<file path="src/rtl/core/gsp_pkg.sv">
// ----------------------------------------------------------------------------
// gsp_pkg: shared types and constants of the gripper position model
// Beat formats, state record, op and command codes, fixed-point limits.
// ----------------------------------------------------------------------------
package gsp_pkg;

    // Op codes of an input beat
    localparam logic [1:0] OP_REG  = 2'd0;
    localparam logic [1:0] OP_SVC  = 2'd1;
    localparam logic [1:0] OP_TICK = 2'd2;

    // Service command types
    localparam logic [2:0] CMD_POS     = 3'd0;
    localparam logic [2:0] CMD_SPEED   = 3'd1;
    localparam logic [2:0] CMD_FORCE   = 3'd2;
    localparam logic [2:0] CMD_ACT     = 3'd3;
    localparam logic [2:0] CMD_DEACT   = 3'd4;
    localparam logic [2:0] CMD_RELEASE = 3'd5;
    localparam logic [2:0] CMD_STOP    = 3'd6;

    // Error codes
    localparam logic [1:0] ERR_NONE    = 2'd0;
    localparam logic [1:0] ERR_INACT   = 2'd1;
    localparam logic [1:0] ERR_UNKNOWN = 2'd2;

    // Object status codes
    localparam logic [1:0] OBJ_NONE   = 2'd0;
    localparam logic [1:0] OBJ_HELD   = 2'd1;
    localparam logic [1:0] OBJ_OPEN   = 2'd2;
    localparam logic [1:0] OBJ_CLOSED = 2'd3;

    // Fixed-point limits, full scale 65535 = fully closed
    localparam logic [15:0] DEAD_BAND     = 16'd65;
    localparam logic [15:0] OBJ_THRESHOLD = 16'd45874;
    localparam logic [15:0] CLOSED_LIMIT  = 16'd64880;
    localparam logic [15:0] OPEN_LIMIT    = 16'd655;
    localparam logic [7:0]  IDLE_CURRENT  = 8'd25;
    localparam logic [10:0] MOVE_BASE     = 11'd765;
    localparam logic [10:0] HOLD_BASE     = 11'd1530;
    localparam logic [7:0]  RESET_LEVEL   = 8'd128;
    localparam logic [7:0]  FULL_SPEED    = 8'd255;

    typedef struct packed {
        logic [1:0] op;
        logic       act_bit;
        logic       go_bit;
        logic [7:0] pos_request;
        logic [7:0] speed_request;
        logic [7:0] force_request;
        logic [2:0] svc_type;
        logic [7:0] command_value;
        logic [9:0] elapsed;
        logic       detect_window;
    } t_gsp_in;

    typedef struct packed {
        logic       success;
        logic [1:0] error_code;
        logic       activated;
        logic       moving;
        logic [1:0] object_status;
        logic [7:0] target_byte;
        logic [7:0] position_byte;
        logic [7:0] current_byte;
    } t_gsp_out;

    typedef struct packed {
        logic [15:0] pos;
        logic [7:0]  target;
        logic [7:0]  speed;
        logic [7:0]  force_lvl;
        logic        active;
        logic        moving;
        logic        obj_seen;
        logic [7:0]  current;
    } t_gsp_state;

    // floor(v / 10) for v below 2048: multiply by 6554 / 2^16
    function automatic logic [7:0] div10(input logic [10:0] v);
        logic [23:0] prod;
        prod = 24'(v) * 24'd6554;
        return prod[23:16];
    endfunction

endpackage

</file>
<file path="src/rtl/core/gripper_slew_position_model_top.sv">
// ----------------------------------------------------------------------------
// gripper_slew_position_model_top: parallel gripper position model
// Takes register commands, service commands and time ticks; keeps the
// gripper state and returns one status beat per input beat.
// ----------------------------------------------------------------------------
//  channel  | direction | handshake                 | payload
//  ---------+-----------+---------------------------+-------------------------
//  in       | input     | i_in_valid / o_in_ready   | i_in_data  (t_gsp_in)
//  out      | output    | o_out_valid / i_out_ready | o_out_data (t_gsp_out)
//
//  Each beat is first held in the input register; the update logic then
//  writes the state and the status register when the beat leaves it, so the
//  status beat is registered in the status register behind the input register.
//  Unless the output stalls, one beat per cycle is sustained, set by the
//  single-pass update between the input and the state/status registers. Reset
//  (synchronous, active low) empties both stages and loads the state reset
//  values. A stalled output holds its beat; the input register takes one more
//  beat and then holds o_in_ready low, so at most two beats are in flight.
// ----------------------------------------------------------------------------
module gripper_slew_position_model_top import gsp_pkg::*; (
    input  logic     i_clk,
    input  logic     i_rst_n,
    input  logic     i_in_valid,
    output logic     o_in_ready,
    input  t_gsp_in  i_in_data,
    output logic     o_out_valid,
    input  logic     i_out_ready,
    output t_gsp_out o_out_data
);

    // Stage handshake: the input register moves on whenever the status
    // register is empty or being taken this cycle.
    logic       w_stage_valid;
    t_gsp_in    w_stage_data;
    logic       w_advance;
    logic       w_apply;

    t_gsp_state r_state;
    t_gsp_state n_state;
    t_gsp_out   r_out;
    t_gsp_out   w_result;
    logic       r_out_valid;
    logic       n_out_valid;

    assign w_advance = !r_out_valid || i_out_ready;
    assign w_apply   = w_stage_valid && w_advance;

    gsp_in_stage u_in_stage (
        .i_clk      (i_clk),
        .i_rst_n    (i_rst_n),
        .i_in_valid (i_in_valid),
        .o_in_ready (o_in_ready),
        .i_in_data  (i_in_data),
        .i_advance  (w_advance),
        .o_valid    (w_stage_valid),
        .o_data     (w_stage_data)
    );

    gsp_update u_update (
        .i_item   (w_stage_data),
        .i_state  (r_state),
        .o_state  (n_state),
        .o_result (w_result)
    );

    // Status register valid: fill on apply, drop once taken
    always_comb begin
        n_out_valid = r_out_valid;
        if (w_apply) begin
            n_out_valid = 1'b1;
        end else if (i_out_ready) begin
            n_out_valid = 1'b0;
        end
    end

    // Gripper state: commit the update only when the beat leaves the stage
    always_ff @(posedge i_clk) begin
        if (!i_rst_n) begin
            r_out_valid       <= 1'b0;
            r_state.pos       <= '0;
            r_state.target    <= '0;
            r_state.speed     <= RESET_LEVEL;
            r_state.force_lvl <= RESET_LEVEL;
            r_state.active    <= 1'b0;
            r_state.moving    <= 1'b0;
            r_state.obj_seen  <= 1'b0;
            r_state.current   <= '0;
        end else begin
            r_out_valid <= n_out_valid;
            if (w_apply) begin
                r_state <= n_state;
            end
        end
    end

    // Status payload: load with the state commit
    always_ff @(posedge i_clk) begin
        if (w_apply) begin
            r_out <= w_result;
        end
    end

    assign o_out_valid = r_out_valid;
    assign o_out_data  = r_out;

    // Object flag is sticky until reset
    a_obj_sticky: assert property (@(posedge i_clk) disable iff (!i_rst_n)
        r_state.obj_seen |=> r_state.obj_seen)
        else $error("object flag cleared without reset");

    // Position moves only from an active, moving state
    a_pos_hold: assert property (@(posedge i_clk) disable iff (!i_rst_n)
        (!r_state.active || !r_state.moving) |=> $stable(r_state.pos))
        else $error("position changed while idle or inactive");

    // Success and error code agree
    a_err_match: assert property (@(posedge i_clk) disable iff (!i_rst_n)
        o_out_valid |-> (o_out_data.success == (o_out_data.error_code == ERR_NONE)))
        else $error("success and error code disagree");

    // Inactive gripper reports no object status
    a_inactive_obj: assert property (@(posedge i_clk) disable iff (!i_rst_n)
        (o_out_valid && !o_out_data.activated) |-> (o_out_data.object_status == OBJ_NONE))
        else $error("object status reported while inactive");

    // State changes only when a beat is applied
    a_state_commit: assert property (@(posedge i_clk) disable iff (!i_rst_n)
        !w_apply |=> $stable(r_state))
        else $error("state changed without an applied beat");

endmodule

</file>
<file path="src/rtl/core/gsp_in_stage.sv">
// ----------------------------------------------------------------------------
// gsp_in_stage: input register of the gripper model
// Holds one beat until the update stage takes it.
// ----------------------------------------------------------------------------
module gsp_in_stage import gsp_pkg::*; (
    input  logic    i_clk,
    input  logic    i_rst_n,
    input  logic    i_in_valid,
    output logic    o_in_ready,
    input  t_gsp_in i_in_data,
    input  logic    i_advance,
    output logic    o_valid,
    output t_gsp_in o_data
);

    logic    r_valid;
    logic    n_valid;
    t_gsp_in r_data;
    logic    w_load;

    assign o_in_ready = !r_valid || i_advance;
    assign w_load     = i_in_valid && o_in_ready;

    always_comb begin
        n_valid = r_valid;
        if (w_load) begin
            n_valid = 1'b1;
        end else if (i_advance) begin
            n_valid = 1'b0;
        end
    end

    always_ff @(posedge i_clk) begin
        if (!i_rst_n) begin
            r_valid <= 1'b0;
        end else begin
            r_valid <= n_valid;
        end
    end

    always_ff @(posedge i_clk) begin
        if (w_load) begin
            r_data <= i_in_data;
        end
    end

    assign o_valid = r_valid;
    assign o_data  = r_data;

endmodule

</file>
<file path="src/rtl/core/gsp_update.sv">
// ----------------------------------------------------------------------------
// gsp_update: next-state and status logic of the gripper model
// Applies one beat to the state and forms its status beat.
// ----------------------------------------------------------------------------
module gsp_update import gsp_pkg::*; (
    input  t_gsp_in    i_item,
    input  t_gsp_state i_state,
    output t_gsp_state o_state,
    output t_gsp_out   o_result
);

    logic [15:0] w_tgt;
    logic        w_up;
    logic [15:0] w_dist;
    logic [17:0] w_prod;
    logic [26:0] w_scaled;
    logic [16:0] w_step_full;
    logic [15:0] w_step;
    logic [15:0] w_pos_slew;
    logic [7:0]  w_cur_move;
    logic [7:0]  w_cur_hold;
    t_gsp_state  n_state;
    logic        w_ok;
    logic [1:0]  w_err;
    logic [1:0]  w_obj;

    // Slew step: floor(speed * elapsed * 257 / 1024), clamped to distance
    assign w_tgt       = {i_state.target, i_state.target};
    assign w_up        = w_tgt > i_state.pos;
    assign w_dist      = w_up ? (w_tgt - i_state.pos) : (i_state.pos - w_tgt);
    assign w_prod      = 18'(i_state.speed) * 18'(i_item.elapsed);
    assign w_scaled    = {9'd0, w_prod} + {1'b0, w_prod, 8'd0};
    assign w_step_full = w_scaled[26:10];
    assign w_step      = (w_step_full > {1'b0, w_dist}) ? w_dist : w_step_full[15:0];
    assign w_pos_slew  = w_up ? (i_state.pos + w_step) : (i_state.pos - w_step);
    assign w_cur_move  = div10(MOVE_BASE + {2'd0, i_state.speed, 1'b0});
    assign w_cur_hold  = div10(HOLD_BASE + {2'd0, i_state.force_lvl, 1'b0});

    always_comb begin
        n_state = i_state;
        w_ok    = 1'b1;
        w_err   = ERR_NONE;
        unique case (i_item.op)
            OP_REG: begin
                n_state.active = i_item.act_bit;
                if (i_item.act_bit && i_item.go_bit) begin
                    n_state.target    = i_item.pos_request;
                    n_state.speed     = i_item.speed_request;
                    n_state.force_lvl = i_item.force_request;
                    n_state.moving    = 1'b1;
                end
            end
            OP_SVC: begin
                if (!i_state.active && i_item.svc_type != CMD_ACT) begin
                    w_ok  = 1'b0;
                    w_err = ERR_INACT;
                end else begin
                    unique case (i_item.svc_type)
                        CMD_POS: begin
                            n_state.target = i_item.command_value;
                            n_state.moving = 1'b1;
                        end
                        CMD_SPEED: n_state.speed = i_item.command_value;
                        CMD_FORCE: n_state.force_lvl = i_item.command_value;
                        CMD_ACT:   n_state.active = 1'b1;
                        CMD_DEACT: begin
                            n_state.active = 1'b0;
                            n_state.moving = 1'b0;
                        end
                        CMD_RELEASE: begin
                            n_state.target = '0;
                            n_state.speed  = FULL_SPEED;
                            n_state.moving = 1'b1;
                        end
                        CMD_STOP: n_state.moving = 1'b0;
                        default: begin
                            w_ok  = 1'b0;
                            w_err = ERR_UNKNOWN;
                        end
                    endcase
                end
            end
            OP_TICK: begin
                if (i_state.active && i_state.moving) begin
                    if (w_dist > DEAD_BAND) begin
                        n_state.pos = w_pos_slew;
                        if (w_up && w_pos_slew > OBJ_THRESHOLD && i_item.detect_window) begin
                            n_state.obj_seen = 1'b1;
                        end
                    end else begin
                        n_state.pos    = w_tgt;
                        n_state.moving = 1'b0;
                    end
                    if (n_state.moving) begin
                        n_state.current = w_cur_move;
                    end else if (n_state.obj_seen) begin
                        n_state.current = w_cur_hold;
                    end else begin
                        n_state.current = IDLE_CURRENT;
                    end
                end
            end
            default: ;
        endcase
    end

    always_comb begin
        priority if (!n_state.active) begin
            w_obj = OBJ_NONE;
        end else if (n_state.obj_seen) begin
            w_obj = OBJ_HELD;
        end else if (n_state.pos >= CLOSED_LIMIT) begin
            w_obj = OBJ_CLOSED;
        end else if (n_state.pos <= OPEN_LIMIT) begin
            w_obj = OBJ_OPEN;
        end else begin
            w_obj = OBJ_NONE;
        end
    end

    assign o_state                = n_state;
    assign o_result.success       = w_ok;
    assign o_result.error_code    = w_err;
    assign o_result.activated     = n_state.active;
    assign o_result.moving        = n_state.moving;
    assign o_result.object_status = w_obj;
    assign o_result.target_byte   = n_state.target;
    assign o_result.position_byte = n_state.pos[15:8];
    assign o_result.current_byte  = n_state.current;

endmodule
</file>
<file path="config.mk">
export PLATFORM = sky130hd
export DESIGN_NAME = gripper_slew_position_model_top
export DESIGN_NICKNAME = d
export VERILOG_FILES = /design/src/rtl/core/gsp_pkg.sv /design/src/rtl/core/gripper_slew_position_model_top.sv /design/src/rtl/core/gsp_in_stage.sv /design/src/rtl/core/gsp_update.sv
export SDC_FILE = /design/constraint.sdc
export NUM_CORES = 1
export LEC_CHECK = 0
export ABC_CLOCK_PERIOD_IN_PS = 18600
export BUFFER_PORTS_ARGS = -buffer_cell sky130_fd_sc_hd__buf_2
export CAP_MARGIN = 20
export CORE_MARGIN = 1
export CORE_UTILIZATION = 55
export CTS_BUF_LIST = sky130_fd_sc_hd__clkbuf_4 sky130_fd_sc_hd__clkbuf_8
export CTS_CLUSTER_SIZE = 16
export DETAILED_ROUTE_END_ITERATION = 16
export GPL_ROUTABILITY_DRIVEN = 0
export PLACE_DENSITY = 0.8
export SETUP_SLACK_MARGIN = 0.2
export SYNTH_ARGS = -nofsm -noshare
export SYNTH_HDL_FRONTEND = slang
export SYNTH_SLANG_ARGS = --single-unit
export TNS_END_PERCENT = 20
</file>
<file path="constraint.sdc">
create_clock -name i_clk -period 18.6 [get_ports i_clk]
set_clock_uncertainty 0.1 [all_clocks]
set_input_delay 1.86 -clock i_clk [delete_from_list [all_inputs] [get_ports i_clk]]
set_output_delay 1.86 -clock i_clk [all_outputs]
set_load 0.01 [all_outputs]
</file>
==> Word level (Yosys, flattened, before mapping) <==
Index checks and enable logic that the tools add are counted.
{ "op_classes": {"bitwise_logic": 2, "n_addsub": 7, "multipliers": 3, "eq_ne": 13, "n_reduce_logical": 24, "magnitude_cmp": 6, "n_mux": 38} }
{ "op_table": {"columns": ["op", "count"], "rows": [
  ["16-bit 2-to-1 mux", 6],
  ["25-bit one-hot mux with 2 select lines", 1],
  ["16-bit subtractor", 3],
  ["11-bit by 12-bit multiplier with 23-bit output, second input constant", 2],
  ["8-bit one-hot mux with 2 select lines", 2],
  ["18-bit by 26-bit adder with 27-bit output", 1],
  ["26-bit 2-to-1 mux", 1],
  ["24-bit 2-to-1 mux", 1],
  ["8-bit 2-to-1 mux", 3],
  ["8-bit by 10-bit multiplier with 18-bit output", 1],
  ["17-bit by 16-bit greater-than comparator with 1-bit output", 1],
  ["16-bit adder", 1],
  ["16-bit greater-or-equal comparator, second input constant", 1],
  ["16-bit greater-than comparator", 1],
  ["16-bit greater-than comparator, second input constant", 1],
  ["16-bit by 7-bit greater-than comparator with 1-bit output, second input constant", 1],
  ["16-bit by 10-bit less-or-equal comparator with 1-bit output, second input constant", 1],
  ["1-bit 2-to-1 mux", 16],
  ["10-bit by 9-bit adder with 11-bit output, first input constant", 1],
  ["11-bit by 9-bit adder with 11-bit output, first input constant", 1],
  ["10-bit 2-to-1 mux", 1],
  ["5-bit AND reduction", 2],
  ["3-bit == test, second input constant", 3],
  ["9-bit 2-to-1 mux", 1],
  ["other kinds (20)", 40]
]} }
{ "word_totals": {"out_inout_bits": 33, "register_bits": 134, "in_bits": 54} }

==> Logic depth before layout (Yosys ltp) <==
{ "logic_depth": {"depth_word": 18, "depth_mapped": 57, "depth_no_buf": 53} }

==> Hierarchy <==
A second synthesis with hierarchy kept.
{ "hier_totals": {"hier_cells": 1921, "hier_area_um2": 17221.5} }
{ "by_module_without_submodules": {"columns": ["mod", "cells_each", "seq_area_each_um2", "instances", "area_each_um2"], "rows": [
  ["gsp_update", 1609, 0.0, 1, 12602.1],
  ["gripper_slew_position_model_top", 257, 1971.9, 1, 3060.4],
  ["gsp_in_stage", 55, 1521.5, 1, 1559.0]
]} }

==> Worst setup path after synthesis <==
No wires, ideal clock.
{ "synth_path": {"path_kind": "reg-to-reg", "from": "reg r_state[26] (netlist name)", "to": "reg r_out (netlist bit o_out_data[6]), data pin", "arrival_time_ns": 11.947, "synth_period_minus_slack_ns": 12.307, "path_slack_ns": 6.293, "setup_time_ns": 0.260, "path_stages_with_launch": 53, "n_path_buf": 4, "cell_sequence": "dfxtp_1 > clkbuf_1 > nand2_1 > fa_1 > fa_1 > inv_1 > fa_1 > inv_1 > fa_1 > inv_1 > ha_1 > a21o_1 > a221o_1 > a21o_1 > o31ai_1 > xnor2_1 > ha_1 > a22oi_1 > [17 not listed] > o21ai_0 > ha_1 > a21oi_1 > ha_1 > nor2b_1 > o21ai_0 > a21boi_0 > o31a_1 > o2111ai_1 > a31oi_1 > o21a_1 > o311ai_0 > o21a_1 > nor2_1 > xnor2_1 > a21oi_1 > o22ai_1 > mux2_2"} }
{ "synth_rtl": {"columns": ["element", "line_no", "rtl"], "rows": [
  ["start, declared", "gripper_slew_position_model_top.sv:38", "t_gsp_state r_state;"],
  ["start signal, assigned", "gripper_slew_position_model_top.sv:91", "r_state <= n_state;"],
  ["end signal, assigned", "gripper_slew_position_model_top.sv:99", "r_out <= w_result;"],
  ["end, declared", "gripper_slew_position_model_top.sv:40", "t_gsp_out r_out;"]
]} }

==> flow_summary.json <==
{
  "p_total_mw": 1.72,
  "p_sw_frac": 0.467,
  "tightest_slew_ns": 0.950,
  "fp.dieW_um": 174,
  "clock_sinks": 134,
  "worstSetupStartpointType": "flip-flop",
  "cts_setup_buffers": 0,
  "cp.arrival_ns": 13.58,
  "vias_per_cell": 6.03,
  "ir_drop_uv": 79.6,
  "n_antenna_cell": 0,
  "drc": 0,
  "fmax_mhz": 74.3,
  "leakage_nw": 8.37,
  "min_path_type": "reg -> reg",
  "avgRoutedWirePerCell_um": 18.3,
  "synth_seq_cells": 134,
  "dp_cells": 2231,
  "nFillCells": 2429,
  "insertion_delay_ns": 0.47,
  "post-route-util": 0.603,
  "final_area_um2": 17400,
  "rows": 62,
  "synth_edf_count": 81,
  "ys_warn_count": 0,
  "cts_tree": "yes",
  "pwr-share-seq": 0.198,
  "syn-cell-area_um2": 16300,
  "totalWireLength_mm": 41.5,
  "rsz0062_at_grt": "no",
  "detail-route-antenna-nets": 0,
  "netlist-cell-type-count": 102,
  "clk_pin_slew_ns": 0.09,
  "setup_violations": 0,
  "fin_tns_setup_ns": 0,
  "dr.pass1.iters": 6,
  "instances_no_fill": 2265,
  "power_frac_comb": 0.656,
  "clkPwrFrac": 0.146,
  "post-place-ws_ns": 5.38,
  "p_switching_mw": 0.803,
  "outcome": "completed",
  "start_util": 0.564,
  "intPower_mw": 0.915,
  "io_buffer_count": 86,
  "multiInputGateArea_um2": 11700,
  "grt.total_usage": 0.277,
  "die_y_um": 174,
  "synth_seq_area_share": 0.214,
  "root_buffer": "clkbuf_8",
  "slew_viol_final": 0,
  "cpPeakStageDelay_ns": 0.55,
  "seq_area_um2": 3490,
  "synth_cells": 1810,
  "first_global_vias": 13500,
  "die-area_um2": 30400,
  "relSlewSlack": 0.359,
  "p_per_area_nw_per_um2": 98.5,
  "antenna_found_initial": 0,
  "synthesis.nets": 2204,
  "worstPathRequired_ns": 18.72,
  "grt_max_degree": 62,
  "cts_resized": 0,
  "crit_type": "reg -> reg",
  "cp_slowest_cell": "dfxtp_1",
  "critPathMaxFanout": 36,
  "postCtsHoldBufs": 0,
  "worstSetupEndpointType": "flip-flop",
  "cts_buffers": 17,
  "nNetsFinal": 2262,
  "dpl_cell_area_um2": 17000,
  "drive_above_1_share": 0.0999,
  "clk_path_buf_depth": 2,
  "vias": 13700,
  "min_period_ns": 13.46,
  "areaGrowthSynthToFinish_pct": 6.89,
  "worst_slack_ns": 5.14,
  "cts_max_level": 4,
  "fin_crit_sh": 0.724,
  "hold_viol": 0,
  "grt-ovfl-total": 0,
  "maxCapViolCount": 0,
  "io-pin-count": 87,
  "core_um2": 28900,
  "synth-main-ff-cell": "edfxtp_1",
  "synth.avg_cell_area_um2": 9.02,
  "grt_pass1_wl_mm": 67.5,
  "synthArstFlopShare": 0,
  "dp_hpwl_mm": 33.4,
  "drtIter0Drc": 1309,
  "holdWs_ns": 0.374
}
==> power by group through the flow <==
stage | Combinational [mW] | Clock (mW) | Sequential, mW
after floorplan | 0.841 | 0 | 0.342
after global placement | 1.06 | 0 | 0.346
after detailed placement | 1.10 | 0 | 0.347
after CTS | 1.11 | 0.251 | 0.340
after global routing | 1.25 | 0.263 | 0.342
final | 1.13 | 0.251 | 0.341
==> cell type report <==
class / instances / area share
inverter: 232 / 0.0499
sequential: 134 / 0.200
clock inverter: 13 / 0.00839
clock buffer: 19 / 0.0143
timing repair buffer: 97 / 0.0294
tap: 384 / 0.0275
multi-input combinational: 1386 / 0.670
==> worst paths after layout <==
kind / from / end / slack, ns / cells after the start
worst min-delay path: r_state[7]$_SDFFE_PN0P_ / r_state[7]$_SDFFE_PN0P_ / 0.37 / 2
worst min register to register: r_state[7]$_SDFFE_PN0P_ / r_state[7]$_SDFFE_PN0P_ / 0.37 / 2
worst max-delay path: r_state[26]$_SDFFE_PN1P_ / o_out_data[6]$_DFFE_PP_ / 5.14 / 49
worst max register to register: r_state[26]$_SDFFE_PN1P_ / o_out_data[6]$_DFFE_PP_ / 5.14 / 49
==> routing by layer <==
| layer | global-route usage | up-vias | wire length [um] |
|---|---|---|---|
| met5 | 0 | - | 0 |
| met4 | 0.113 | 0 | 1490 |
| met3 | 0.0545 | 110 | 3140 |
| met2 | 0.459 | 564 | 19300 |
| met1 | 0.352 | 6466 | 17600 |
| li1 | - | 6510 | - |
==> cells by family (layout without fill, tap and decap cells) <==
family                   count (synthesis)  in the layout  share of synthesized area
adder cells (fa/ha/maj)                340            340                      0.308
buffers and inverters                  290            361                     0.0699
AND/OR/NAND/NOR                        494            494                      0.154
flip-flops                             134            134                      0.214
AO/OA/AOI/OAI                          447            447                      0.191
multiplexers                            20             20                     0.0133
XOR/XNOR                                85             85                     0.0503
==> cells in the final DEF (no fill, tap or decap), types with 42 or more instances in the layout <==
cell type / count
dfxtp_1: 53
nand2_1: 137
inv_1: 230
nor2_1: 109
ha_1: 237
and2_1: 85
buf_2: 86
o21ai_0: 82
a21oi_1: 89
xnor2_1: 42
fa_1: 103
edfxtp_1: 81
==> sequential cells by signal (all words and copies together) (netlist names) <==
register            flops
r_state                51
o_out_valid             1
o_out_data             31
u_in_stage.o_data      50
u_in_stage.o_valid      1
==> cells in the mapped netlist, drive strengths merged (6+ instances only) <==
cell type	number	share of area
inv	231	0.053
dfxtp	53	0.065
nor3	25	0.0080
xnor2	45	0.026
o211a	19	0.012
nand3	31	0.0098
a222oi	8	0.0049
mux2	8	0.0057
a22oi	13	0.0063
o211ai	11	0.0054
o31ai	9	0.0041
and4	8	0.0043
o21ai	94	0.030
buf	16	0.0069
and3	15	0.0061
nand2	139	0.033
a21o	33	0.015
or2	12	0.0046
nor4	12	0.0050
o21a	17	0.0078
ha	237	0.18
o21bai	9	0.0044
and2	88	0.034
a21boi	14	0.0064
edfxtp	81	0.15
clkbuf	42	0.0097
a31oi	32	0.013
a211o	9	0.0048
nor2b	11	0.0042
a31o	8	0.0043
nand4	11	0.0055
a211oi	27	0.014
fa	103	0.13
nand2b	9	0.0034
o31a	6	0.0032
or3	11	0.0042
xor2	37	0.020
a21oi	91	0.028
nor2	110	0.025
mux2i	12	0.0076
==> critical path: cells and delay by family (launching register included) <==
family | cells | cell delay, ns
buffers and inverters | 3 | 0.14
adder cells (fa/ha/maj) | 9 | 3.57
XOR/XNOR | 2 | 0.48
AND/OR/NAND/NOR | 7 | 1.20
AO/OA/AOI/OAI | 27 | 6.84
multiplexers | 1 | 0.30
flip-flops | 1 | 0.55
Power figures use the tool's default switching activity.
